$ cat src/rtl/sti_pkg.sv
// Shared types and codes for the sorted table block.
// No dependencies; imported by the controller, datapath, top level and checker.
`timescale 1ns / 1ps
`default_nettype none

package sti_pkg;

    localparam int CMD_W  = 2;
    localparam int VAL_W  = 32;
    localparam int STAT_W = 2;
    localparam int POS_W  = 6;
    localparam int CNT_W  = 7;
    localparam int CAP_W  = 7;

    // request command codes (code 3 acts as search)
    localparam logic [CMD_W-1:0] CMD_INSERT = 2'd0;
    localparam logic [CMD_W-1:0] CMD_DELETE = 2'd1;
    localparam logic [CMD_W-1:0] CMD_SEARCH = 2'd2;

    // result status codes
    localparam logic [STAT_W-1:0] ST_OK       = 2'd0;
    localparam logic [STAT_W-1:0] ST_FULL     = 2'd1;
    localparam logic [STAT_W-1:0] ST_NOTFOUND = 2'd2;

    localparam logic [CAP_W-1:0] CAP_RESET = 7'd64;

    typedef enum logic [1:0] {
        OP_INSERT,
        OP_DELETE,
        OP_SEARCH
    } t_op;

    typedef struct packed {
        logic [CMD_W-1:0]        cmd;
        logic signed [VAL_W-1:0] value;
    } t_req;

    typedef struct packed {
        logic [STAT_W-1:0] status;
        logic [POS_W-1:0]  position;
        logic [CNT_W-1:0]  entry_count;
    } t_rsp;

    // controller to datapath
    typedef struct packed {
        logic load;   // capture compare masks for the accepted beat
        logic apply;  // commit shift and write the result
        t_op  op;
    } t_cmd;

endpackage

`default_nettype wire

$ cat src/rtl/sti_ctrl.sv
// Sequencer for the sorted table: accept in S_IDLE, then execute in S_EXEC.
// Depends on sti_pkg.
`timescale 1ns / 1ps
`default_nettype none

module sti_ctrl
    import sti_pkg::*;
(
    input  wire logic             i_clk,
    input  wire logic             i_rst_n,
    input  wire logic             i_start,
    input  wire logic [CMD_W-1:0] i_cmd,
    output logic                  o_busy,
    output logic                  o_done,
    output t_cmd                  o_ctl
);

    typedef enum logic {
        S_IDLE,
        S_EXEC
    } t_state;

    t_state r_state;
    logic   r_done;
    t_op    r_op;
    logic   w_accept;
    t_op    w_op;

    assign w_accept = i_start && (r_state == S_IDLE);

    always_comb begin
        case (i_cmd)
            CMD_INSERT: w_op = OP_INSERT;
            CMD_DELETE: w_op = OP_DELETE;
            default:    w_op = OP_SEARCH;
        endcase
    end

    always_ff @(posedge i_clk) begin
        if (!i_rst_n) begin
            r_state <= S_IDLE;
            r_done  <= 1'b0;
            r_op    <= OP_SEARCH;
        end else begin
            r_done <= 1'b0;
            case (r_state)
                S_IDLE: begin
                    if (w_accept) begin
                        r_op    <= w_op;
                        r_state <= S_EXEC;
                    end
                end
                S_EXEC: begin
                    r_done  <= 1'b1;
                    r_state <= S_IDLE;
                end
                default: r_state <= S_IDLE;
            endcase
        end
    end

    assign o_busy      = (r_state == S_EXEC);
    assign o_done      = r_done;
    assign o_ctl.load  = w_accept;
    assign o_ctl.apply = (r_state == S_EXEC);
    assign o_ctl.op    = r_op;

endmodule

`default_nettype wire

$ cat config.mk
export PLATFORM = sky130hd
export DESIGN_NAME = sti_ctrl
export DESIGN_NICKNAME = d
export VERILOG_FILES = /design/src/rtl/sti_pkg.sv /design/src/rtl/sti_ctrl.sv
export SDC_FILE = /design/constraint.sdc
export NUM_CORES = 1
export LEC_CHECK = 0
export BUFFER_PORTS_ARGS = -buffer_cell sky130_fd_sc_hd__buf_2
export CELL_PAD_IN_SITES_DETAIL_PLACEMENT = 2
export CELL_PAD_IN_SITES_GLOBAL_PLACEMENT = 2
export CORE_AREA = 3 3 40 42
export CTS_CLUSTER_DIAMETER = 120
export DETAILED_ROUTE_END_ITERATION = 16
export DIE_AREA = 0 0 43 45
export HOLD_SLACK_MARGIN = 0.1
export MAX_ROUTING_LAYER = met4
export PLACE_DENSITY = 0.51
export SYNTH_ARGS = -nofsm -noshare
export SYNTH_HDL_FRONTEND = slang
export SYNTH_SLANG_ARGS = --single-unit
$ cat constraint.sdc
create_clock -name i_clk -period 1.8 [get_ports i_clk]
set_input_delay 0.36 -clock i_clk [delete_from_list [all_inputs] [get_ports i_clk]]
set_output_delay 0.36 -clock i_clk [all_outputs]
set_load 0.05 [all_outputs]
# After elaboration in Yosys (flattened, before gate mapping)

Cells that the tools add are included.

Register bits after elaboration: 4
Bits in latches: 0
RAM bits: 0
ROM bits: 0
Input bits: 5
Word-level logic and storage cells: 12
Memories kept: 0

$add $sub $neg: 0
Multiply operators: 0
Divide/modulo/power cells: 0
$lt $le $gt $ge: 0
Equality and inequality tests: 1
Shift-type cells: 0
Mux-type cells: 4
Bitwise gates (word level): 1
Reduce and logical (&&, ||, !) cells: 3

Operators with widths:

| operator                                      | count |
|---|---|
| one-hot mux 2 bit (2 select lines)            | 1 |
| == test 2 x 1 -> 1 bit, second input constant | 1 |
| zero test 2 bit                               | 1 |
| two-way mux 1 bit                             | 2 |
| one-hot mux 1 bit (2 select lines)            | 1 |
| AND reduction 2 bit                           | 1 |
| logical AND 1 bit                             | 1 |
| NOT 1 bit                                     | 1 |

# Depth between registers and ports, before layout

Gate-level depths: netlist of run 1.

Word-level depth: 4
Depth in mapped cells: 3

# Least setup slack after synthesis of run 1

No wires, ideal clock.

Path type: register to output
From: register r_state (netlist: o_busy)
To: output port o_ctl[3] in the netlist's numbering
Arrival time: 0.982 ns
Setup slack: 0.458 ns
Cell stages (with the launch flop): 3
Path through: dfxtp_1 > nor2b_4 > buf_4

Word-level cells in the longest chain between the ends: 2

Ends and longest elaborated chain:

| element                | RTL line       | source |
|---|---|---|
| start, declared        | sti_ctrl.sv:23 | `t_state r_state;` |
| start signal, assigned | sti_ctrl.sv:41 | `r_state <= S_IDLE;` |
| start signal, assigned | sti_ctrl.sv:50 | `r_state <= S_EXEC;` |
| start signal, assigned | sti_ctrl.sv:55 | `r_state <= S_IDLE;` |
| NOT 1 bit (no line)    | -              |  |
| logical AND 1 bit      | sti_ctrl.sv:29 | `assign w_accept = i_start && (r_state == S_IDLE);` |
| end, declared          | sti_ctrl.sv:15 | `output t_cmd o_ctl` |

Every way passes these cells.

==> flow_summary_export.csv, run 1 <==
group,metric,value,unit
grt,grt_pass1_wl,614,um
synth,ys_types,7,
detailed_routing,wl_met2,137,um
detailed_routing,met1_length,141,um
sta,fmaxAchievable,721.4,MHz
power,max-vdd-ir-drop,459.6,uV
clock_network,htree_num_levels,1,
detailed_routing,met3_wirelength,88,um
sta,fin_worst_skew,0.004939,ns
worst_setup_path,path_class,"flip-flop to output pin",
detailed_routing,drtPass1Iterations,1,
synth,ys_ff_latch,4,
layout,nNetsFinal,32,
synth,postSynthCellCount,14,
layout,layout-drive-gt1-share,0.6400,
clock_network,cts_sinks,4,
detailed_routing,drt_iter0_drc,0,
synth,synthesis.nets,19,
sta,rsz0062_at_grt,"no",
clock_network,cts_buffer_depth,2,
detailed_routing,wirelength,367,um
floorplanning,die_w,43,um
floorplanning,core-area,1285,um2
grt,grt_overflow,0,
worst_setup_path,critPathLaunchType,"flip-flop",
worst_setup_path,crit_slowest_cell,"dfxtp_1",
synth,syn_avg_cell_area,11.44,um2
synth,yosysSeqAreaShare,0.5000,
power,p_per_area,1075,nW/um2
layout,syn_to_final_growth,47.66,%
worst_setup_path,crit_required,1.44,ns
clock_network,clk_latency,0.23,ns
detailed_routing,via_per_inst,3.350,
grt,grt_antenna_before_repair,0,
sta,relSlewSlack,0.8343,
grt,grt_usage,0.05227,
sta,period_share,0.7701,
clock_network,clkTransAtPathRegs,0.04,ns
floorplanning,dieArea,1935,um2
worst_setup_path,crit_chain,"nor2b_4 > buf_2",
detailed_routing,wire_per_inst,9.175,um
place,gp_congestion,0.6770,
detailed_routing,routed.top_layer,"met3",
layout,n_antenna_cell,0,
detailed_routing,ant_nets,0,
sta,setup-tns-final,0,ns
layout,layout_common_cells,"buf_2 (10), dfxtp_1 (4), clkbuf_4 (3)",
worst_setup_path,critical_path_arrival,1.03,ns
floorplanning,start_util,0.1246,
layout,layout_commonest_cell,"buf_2",
clock_network,hold_buffers,0,
clock_network,cts_tree,"done",
synth,synth_top_cell_by_area,"dfxtp_1",
synth,synth.top_cell.area_share,0.5000,
hold_path,holdCritPathClass,"input pin to flip-flop",
run_status,status,"finished, final reports clean",
grt,grt_max_degree,5,
floorplanning,fp-row-count,13,
worst_setup_path,slowest_delay,0.34,ns
floorplanning,die_h,45,um
clock_network,root_buffer,"clkbuf_4",
clock_network,postCtsSetupBuffers,0,
clock_network,cts_made_buffers,3,
sta,tightest_slew,0.2503,ns
detailed_routing,drc,0,
layout,fillerInstances,150,
synth,yosysWarnings,0,
sta,slew_violations,0,
worst_setup_path,cp_max_fo,4,
sta,hold_ws,0.3368,ns
floorplanning,ios,11,
job,max_cap_violations,0,
power,leakage,0.1200,nW
place,portBuffers,10,
sta,setup_viol,0,
clock_network,post_cts_resized,0,
sta,layout_min_cycle_time,1.386,ns
synth,yosys-top-cells-area,"dfxtp_1 (50%), mux2i_1 (13%), and2_2 (9.4%), buf_4 (9.4%), nor2b_4 (8.6%)",
worst_setup_path,end_kind,"output pin",
synth,syn_area,160.2,um2
sta,hold_viol,0,
detailed_routing,vias,134,
grt,grt_pass1_vias,151,
==> synthesized netlist by cell type <==
cell type	number
dfxtp_1	4
and2_2	2
buf_4	2
mux2i_1	2
nor2b_1	2
nand2_1	1
nor2b_4	1
==> power breakdown <==
group	total [W]	internal, W	switching [W]
clock network	0.000108	0.0000743	0.0000337
logic	0.0000492	0.0000149	0.0000342
registers	0.0000969	0.0000937	0.00000318
==> critical path: cells and delay by family (launching register included) <==
family                 cells  cell delay [ns]
buffers and inverters      1             0.28
and+or+nand+nor            1             0.17
DFF                        1             0.34
==> worst paths after layout <==
path | slack [ns] | cells past startpoint | start | end
worst min register to register | 0.48 | 2 | r_op[1]$_SDFFE_PN1P_ | r_op[1]$_SDFFE_PN1P_
worst max register to register | 0.91 | 3 | o_busy$_SDFF_PP0_ | r_op[1]$_SDFFE_PN1P_
worst min-delay path | 0.34 | 2 | i_rst_n | r_op[1]$_SDFFE_PN1P_
worst max-delay path | 0.41 | 2 | o_busy$_SDFF_PP0_ | o_ctl[3]
==> layout make-up <==
cell class	count	area (um2)	share of cell area
Sequential cell	4	80.08	0.3386
Multi-Input combinational cell	8	65.06	0.2751
Timing Repair Buffer	10	50.05	0.2116
Clock buffer	3	22.52	0.09524
Tap cell	15	18.77	0.07937
==> metal layers <==
layer,track usage,vias to the layer above
met2,0.06886,14
met1,0.03846,56
met4,0.01807,0
met3,0.07570,0
met5,-,-
li1,-,64
==> flip-flops by register name (all words and copies together), names as in the netlist <==
| register | flops |
|---|---|
| r_op | 2 |
| o_busy | 1 |
| o_done | 1 |
==> metrics by stage <==
stage	instance area (um2)	utilization	cells	power (W)	setup WS, ns
floorplan	160.2	-	14	0.0001379	0.4578
global placement	214.0	0.1665	37	0.0001470	0.5568
detailed placement	214.0	0.1665	37	0.0001480	0.5396
CTS	236.5	0.1840	40	0.0002620	0.3925
global route	236.5	0.1840	40	0.0002768	0.3508
finish	236.5	0.1840	40	0.0002541	0.4139
==> cells by family (layout without fill, tap and decap cells) <==
family | Yosys count | after routing | share of synthesized area
DFF | 4 | 4 | 0.5000
buffers and inverters | 2 | 13 | 0.09372
and+or+nand+nor | 6 | 6 | 0.2812
muxes | 2 | 2 | 0.1250
No activity file was read; power rests on OpenSTA's default activity.
==> run 2, diff against run 1 <==
--- a/config.mk
+++ b/config.mk
@@ -5,6 +5,7 @@
 export SDC_FILE = /design/constraint.sdc
 export NUM_CORES = 1
 export LEC_CHECK = 0
+export ABC_AREA = 1
 export BUFFER_PORTS_ARGS = -buffer_cell sky130_fd_sc_hd__buf_2
 export CELL_PAD_IN_SITES_DETAIL_PLACEMENT = 2
 export CELL_PAD_IN_SITES_GLOBAL_PLACEMENT = 2
@@ -14,7 +15,7 @@
 export DIE_AREA = 0 0 43 45
 export HOLD_SLACK_MARGIN = 0.1
 export MAX_ROUTING_LAYER = met4
-export PLACE_DENSITY = 0.51
+export PLACE_DENSITY = 0.59
 export SYNTH_ARGS = -nofsm -noshare
 export SYNTH_HDL_FRONTEND = slang
 export SYNTH_SLANG_ARGS = --single-unit
==> constraint.sdc (replaced) <==
create_clock -name i_clk -period 1.2 [get_ports i_clk]
set_input_delay 0.24 -clock i_clk [delete_from_list [all_inputs] [get_ports i_clk]]
set_output_delay 0.24 -clock i_clk [all_outputs]
set_load 0.05 [all_outputs]
==> flow_summary_export.csv, run 2 <==
group,metric,value,unit
worst_setup_path,r2r_setup_slack,0.42,ns
layout,layout_commonest_cell,"buf_2",
grt,grt_pass1_wl,793,um
floorplanning,fp-row-count,13,
detailed_routing,wire_per_inst,9.060,um
sta,setup_ws,0.06474,ns
sta,setup_viol,0,
worst_setup_path,worstReg2RegStart,"o_busy$_SDFF_PP0_",
worst_setup_path,path_buf_inv,1,
clock_network,root_buffer,"clkbuf_4",
sta,slew_violations,0,
clock_network,cts_tree,"done",
layout,ff_latch_area,81.33,um2
floorplanning,start_util,0.1276,
detailed_routing,via_per_inst,3.620,
sta,setup-tns-final,0,ns
worst_setup_path,cp_max_fo,5,
worst_setup_path,critical_path.top_delay_family,"flip-flops",
worst_setup_path,end_kind,"output pin",
grt,grt_pass1_vias,194,
grt,grt_overflow,0,
sta,rsz0062_at_grt,"no",
synth,synth_top_cell_by_area,"dfxtp_1",
detailed_routing,drtPass1Iterations,2,
sta,relSlewSlack,0.8335,
layout,largest_register_ffs,2,
job,max_cap_violations,0,
power,max-vdd-ir-drop,344.0,uV
worst_setup_path,crit_chain,"nor2_2 > buf_6",
layout,fin_util,0.1947,
floorplanning,die_w,43,um
power,leakage,0.1503,nW
clock_network,htree_num_levels,1,
place,gp_congestion,0.6076,
synth,ys_types,6,
worst_setup_path,path_class,"flip-flop to output pin",
sta,period_share,0.9460,
synth,syn_avg_cell_area,6.829,um2
layout,nNetsFinal,42,
worst_setup_path,crit_slowest_cell,"dfxtp_2",
detailed_routing,drc,0,
floorplanning,dieArea,1935,um2
detailed_routing,vias,181,
synth,yosysWarnings,0,
clock_network,clkTransAtPathRegs,0.04,ns
place,portBuffers,10,
layout,layout_common_cells,"buf_2 (9), inv_1 (6), nand2_1 (6)",
grt,grt_antenna_before_repair,0,
clock_network,cts_buffer_depth,2,
grt,grt_usage,0.06861,
layout,top_register,"r_op",
clock_network,cts_made_buffers,3,
detailed_routing,ant_nets,0,
detailed_routing,wirelength,453,um
power,p_sw,0.0001323,W
sta,fmaxAchievable,880.9,MHz
sta,tightest_slew,0.2515,ns
run_status,status,"finished, final reports clean",
synth,yosysSeqAreaShare,0.4885,
hold_path,worstHoldStart,"i_cmd[1]",
hold_path,holdPathStages,3,
floorplanning,core-area,1285,um2
place,place_ws,0.1966,ns
clock_network,hold_buffers,0,
sta,layout_min_cycle_time,1.135,ns
layout,multi_input_area,48.80,um2
synth,postSynthCellCount,24,
detailed_routing,drt_iter0_drc,1,
synth,synth.top_cell.area_share,0.4885,
synth,ys_async_sr_fraction,0,
synth,synthesis.nets,29,
floorplanning,ios,11,
layout,fillerInstances,164,
synth,ys_top_cells_by_count,"inv_1 (6), nand2_1 (6), nor2_1 (5), dfxtp_1 (4), buf_4 (2)",
synth,ys_ff_latch,4,
layout,syn_to_final_growth,52.67,%
clock_network,cts_sinks,4,
clock_network,clk_latency,0.24,ns
layout,layout-drive-gt1-share,0.4286,
worst_setup_path,reg2reg_depth,5,
hold_path,min_to,"r_op[1]$_SDFFE_PN1P_",
synth,yosys-top-cells-area,"dfxtp_1 (49%), inv_1 (14%), nand2_1 (14%), nor2_1 (11%), buf_4 (9.2%)",
synth,synth_edf_count,0,
worst_setup_path,slowest_delay,0.33,ns
floorplanning,die_h,45,um
power,seq_power_share,0.359,
sta,hold_ws,0.2160,ns
synth,syn_area,163.9,um2
power,swShare,0.3223,
sta,hold_viol,0,
worst_setup_path,critical_path_arrival,0.90,ns
power,p_per_area,1640,nW/um2
synth,synthFlopType,"dfxtp_1",
layout,n_antenna_cell,0,
worst_setup_path,crit_required,0.96,ns
power,comb_power_share,0.215,
sta,fin_worst_skew,0.002227,ns
worst_setup_path,timing.rr.end,"r_op[0]$_SDFFE_PN0P_",
power,power.internal,0.0002781,W
grt,grt_max_degree,6,
hold_path,holdCritPathClass,"input pin to flip-flop",
power,clkPwrFrac,0.427,
worst_setup_path,critPathLaunchType,"flip-flop",
==> run 2: changes by cell type after synthesis <==
cell     before  now
inv_1         0    6
nand2_1       1    6
nor2_1        0    5
and2_2        2    0
mux2i_1       2    0
nor2b_1       2    0
nand3_1       0    1
nor2b_4       1    0
==> run 2: worst max-delay path by stage <==
stage                     depth (start not counted)        to  slack [ns]               from
after floorplan                                   2  o_ctl[3]        0.17  o_busy$_SDFF_PP0_
after global placement                            4  o_ctl[3]        0.23            i_start
after detailed placement                          4  o_ctl[3]        0.20            i_start
after CTS                                         2  o_ctl[3]        0.01  o_busy$_SDFF_PP0_
after global routing                              2  o_ctl[3]        0.02  o_busy$_SDFF_PP0_
final                                             2  o_ctl[3]        0.06  o_busy$_SDFF_PP0_
==> run 2: layout make-up <==
class	count	area share
Clock buffer	3	0.09000
Sequential cell	4	0.3250
Inverter	6	0.09000
Multi-Input combinational cell	12	0.1950
Timing Repair Buffer	10	0.2250
Tap cell	15	0.07500
==> run 2: power groups by stage <==
stage	clock, W	combinational (W)	sequential [W]
6_report	0.000175	0.0000881	0.000147
4_1_cts	0.000190	0.0000868	0.000147
3_3_place_gp	0	0.0000836	0.000149
5_1_grt	0.000206	0.0000962	0.000148
2_1_floorplan	0	0.0000373	0.000178
3_5_place_dp	0	0.0000851	0.000149
==> run 2: metrics by stage <==
step	total power (W)	cell area, um2	instances
after detailed placement	0.0002346	219.0	47
after global placement	0.0002325	219.0	47
after floorplan	0.0002155	165.2	24
final	0.0004103	250.2	50
after CTS	0.0004238	244.0	50
after global routing	0.0004501	250.2	50
==> run 2: per-layer routing <==
metal  part of all wire  vias up  wire, um  global-route usage
li1                   -       88         -                   -
met1               0.39       81       175             0.05060
met2               0.41       10       185             0.09281
met3               0.15        2        67             0.05179
met4              0.053        0        24             0.09036
met5                  0        -         0                   -
==> run 2: worst register-to-register path, cell delays in order, from the launching register on <==
cell	delay (ns)
dfxtp_2	0.35
inv_1	0.05
nand2_1	0.11
nand2_1	0.06
nand2_1	0.05
nor2_1	0.04
==> run 2: what timing repair did <==
action	in CTS	in global routing
gates resized for setup	1	2
gates cloned	0	0
buffers inserted	0	0
endpoints found under the setup margin	1	1
==> run 2: kinds of logic (layout without fill, tap and decap cells) <==
kind of cell  Yosys count  count (layout)  share of synthesized area
simple gates           12              12                     0.2824
buf+inv                 8              19                     0.2290
flops                   4               4                     0.4886
==> run 3, diff against run 2 <==
--- a/config.mk
+++ b/config.mk
@@ -15,7 +15,7 @@
 export DIE_AREA = 0 0 43 45
 export HOLD_SLACK_MARGIN = 0.1
 export MAX_ROUTING_LAYER = met4
-export PLACE_DENSITY = 0.59
+export PLACE_DENSITY = 0.57
 export SYNTH_ARGS = -nofsm -noshare
 export SYNTH_HDL_FRONTEND = slang
 export SYNTH_SLANG_ARGS = --single-unit
==> constraint.sdc (replaced) <==
create_clock -name i_clk -period 1.1 [get_ports i_clk]
set_input_delay 0.22 -clock i_clk [delete_from_list [all_inputs] [get_ports i_clk]]
set_output_delay 0.22 -clock i_clk [all_outputs]
set_load 0.05 [all_outputs]
==> flow_summary_export.csv, run 3 (synthesized netlist as in run 2, its figures left out) <==
group,metric,value,unit
floorplanning,core-area,1285,um2
worst_setup_path,critPathLaunchType,"flip-flop",
detailed_routing,drt_iter0_drc,3,
worst_setup_path,end_kind,"output pin",
sta,hold_ws,0.2056,ns
grt,grt_usage,0.05918,
sta,fmaxAchievable,932.0,MHz
grt,grt_max_degree,6,
place,dpl_cell_area,219.0,um2
place,gp_congestion,0.6249,
power,max-vdd-ir-drop,260.1,uV
power,seq_power_share,0.360,
job,max_cap_violations,0,
layout,top_register,"r_op",
grt,grt_pass1_wl,738,um
clock_network,clkTransAtPathRegs,0.04,ns
floorplanning,die_w,43,um
layout,n_antenna_cell,0,
hold_path,holdCritPathClass,"input pin to flip-flop",
sta,rsz0062_at_grt,"yes",
clock_network,cts_made_buffers,3,
detailed_routing,ant_nets,0,
sta,period_share,0.9754,
worst_setup_path,critical_path.top_delay_family,"flip-flops",
detailed_routing,wire_per_inst,8.920,um
power,power,0.0004489,W
layout,layout_commonest_cell,"buf_2",
sta,hold_viol,0,
clock_network,clk_latency,0.24,ns
detailed_routing,via_per_inst,3.540,
layout,layout_common_cells,"buf_2 (7), inv_1 (6), nand2_1 (6)",
worst_setup_path,crit_required,0.88,ns
sta,setup_viol,0,
clock_network,htree_num_levels,1,
sta,fin_worst_skew,0.003913,ns
run_status,status,"finished, final reports clean",
clock_network,cts_sinks,4,
floorplanning,dieArea,1935,um2
layout,largest_register_ffs,2,
clock_network,root_buffer,"clkbuf_4",
grt,grt_pass1_vias,201,
worst_setup_path,critical_path_arrival,0.85,ns
worst_setup_path,cp_max_fo,5,
grt,grt_antenna_before_repair,0,
sta,relSlewSlack,0.8341,
grt,grt_overflow,0,
power,comb_power_share,0.228,
power,leakage,0.1519,nW
place,portBuffers,10,
clock_network,hold_buffers,0,
power,clkPwrFrac,0.412,
layout,syn_to_final_growth,61.07,%
power,p_per_area,1700,nW/um2
clock_network,cts_tree,"done",
power,p_sw,0.0001409,W
power,swShare,0.3139,
detailed_routing,wirelength,446,um
floorplanning,ios,11,
layout,layout-drive-gt1-share,0.4286,
sta,layout_min_cycle_time,1.073,ns
layout,nNetsFinal,42,
worst_setup_path,crit_chain,"clkbuf_4",
worst_setup_path,path_class,"flip-flop to output pin",
worst_setup_path,path_buf_inv,1,
worst_setup_path,crit_slowest_cell,"dfxtp_2",
clock_network,postCtsSetupBuffers,0,
sta,slew_violations,0,
detailed_routing,drtPass1Iterations,2,
floorplanning,die_h,45,um
sta,tightest_slew,0.2506,ns
power,power.internal,0.0003080,W
worst_setup_path,slowest_delay,0.37,ns
clock_network,cts_buffer_depth,2,
detailed_routing,drc,0,
detailed_routing,vias,177,
place,dpl.hpwl,373.6,um
sta,setup-tns-final,0,ns
floorplanning,start_util,0.1276,
layout,postLayoutCellArea,264.0,um2
floorplanning,fp-row-count,13,
-- run 3: cell count changes in the layout (fill, tap and decap cells not counted) --
cell and change:
nor2_2 -1, nor2_4 +1, buf_8 +1, buf_2 -2, clkbuf_4 +2, buf_6 -1
-- run 3: power groups by stage --
stage	logic [W]	registers, W	clock network (W)
finish	0.000103	0.000161	0.000185
CTS	0.0000980	0.000161	0.000198
global placement	0.0000918	0.000162	0
detailed placement	0.0000935	0.000163	0
floorplan	0.0000407	0.000194	0
global route	0.000111	0.000163	0.000209
-- run 3: final cells by class --
cell class	instances	area, um2
Tap cell	15	18.77
Multi-Input combinational cell	12	53.80
Timing Repair Buffer	10	65.06
Fill cell	160	1021
Sequential cell	4	81.33
Inverter	6	22.52
Clock buffer	3	22.52
-- run 3: routing by layer --
layer,GRT usage,routed length (um)
met5,-,0
met3,0.02390,43
met4,0.07229,14
met2,0.08383,214
met1,0.05542,173
-- run 3: repair_timing --
| item | CTS | global route |
|---|---|---|
| setup endpoints to repair | 1 | 3 |
| resized for setup | 3 | 4 |
| pin swaps | 0 | 1 |
| hold endpoints to repair | 0 | 0 |
-- run 3: path summary, 6_finish.rpt --
kind                        startpoint              endpoint  slack [ns]  cells after the start
setup / recovery     o_busy$_SDFF_PP0_                o_busy        0.03                      1
hold reg to reg   r_op[1]$_SDFFE_PN1P_  r_op[1]$_SDFFE_PN1P_        0.47                      2
setup reg to reg     o_busy$_SDFF_PP0_  r_op[0]$_SDFFE_PN0P_        0.28                      5
hold / removal                i_cmd[1]  r_op[1]$_SDFFE_PN1P_        0.21                      3
-- run 3: per-stage QoR --
stage          utilization  worst slack [ns]  std cells
2_1_floorplan            -           0.09103         24
3_3_place_gp        0.1704            0.1617         47
3_5_place_dp        0.1704            0.1394         47
4_1_cts             0.1947          -0.01171         50
5_1_grt             0.2055         -0.008964         50
6_report            0.2055           0.02701         50
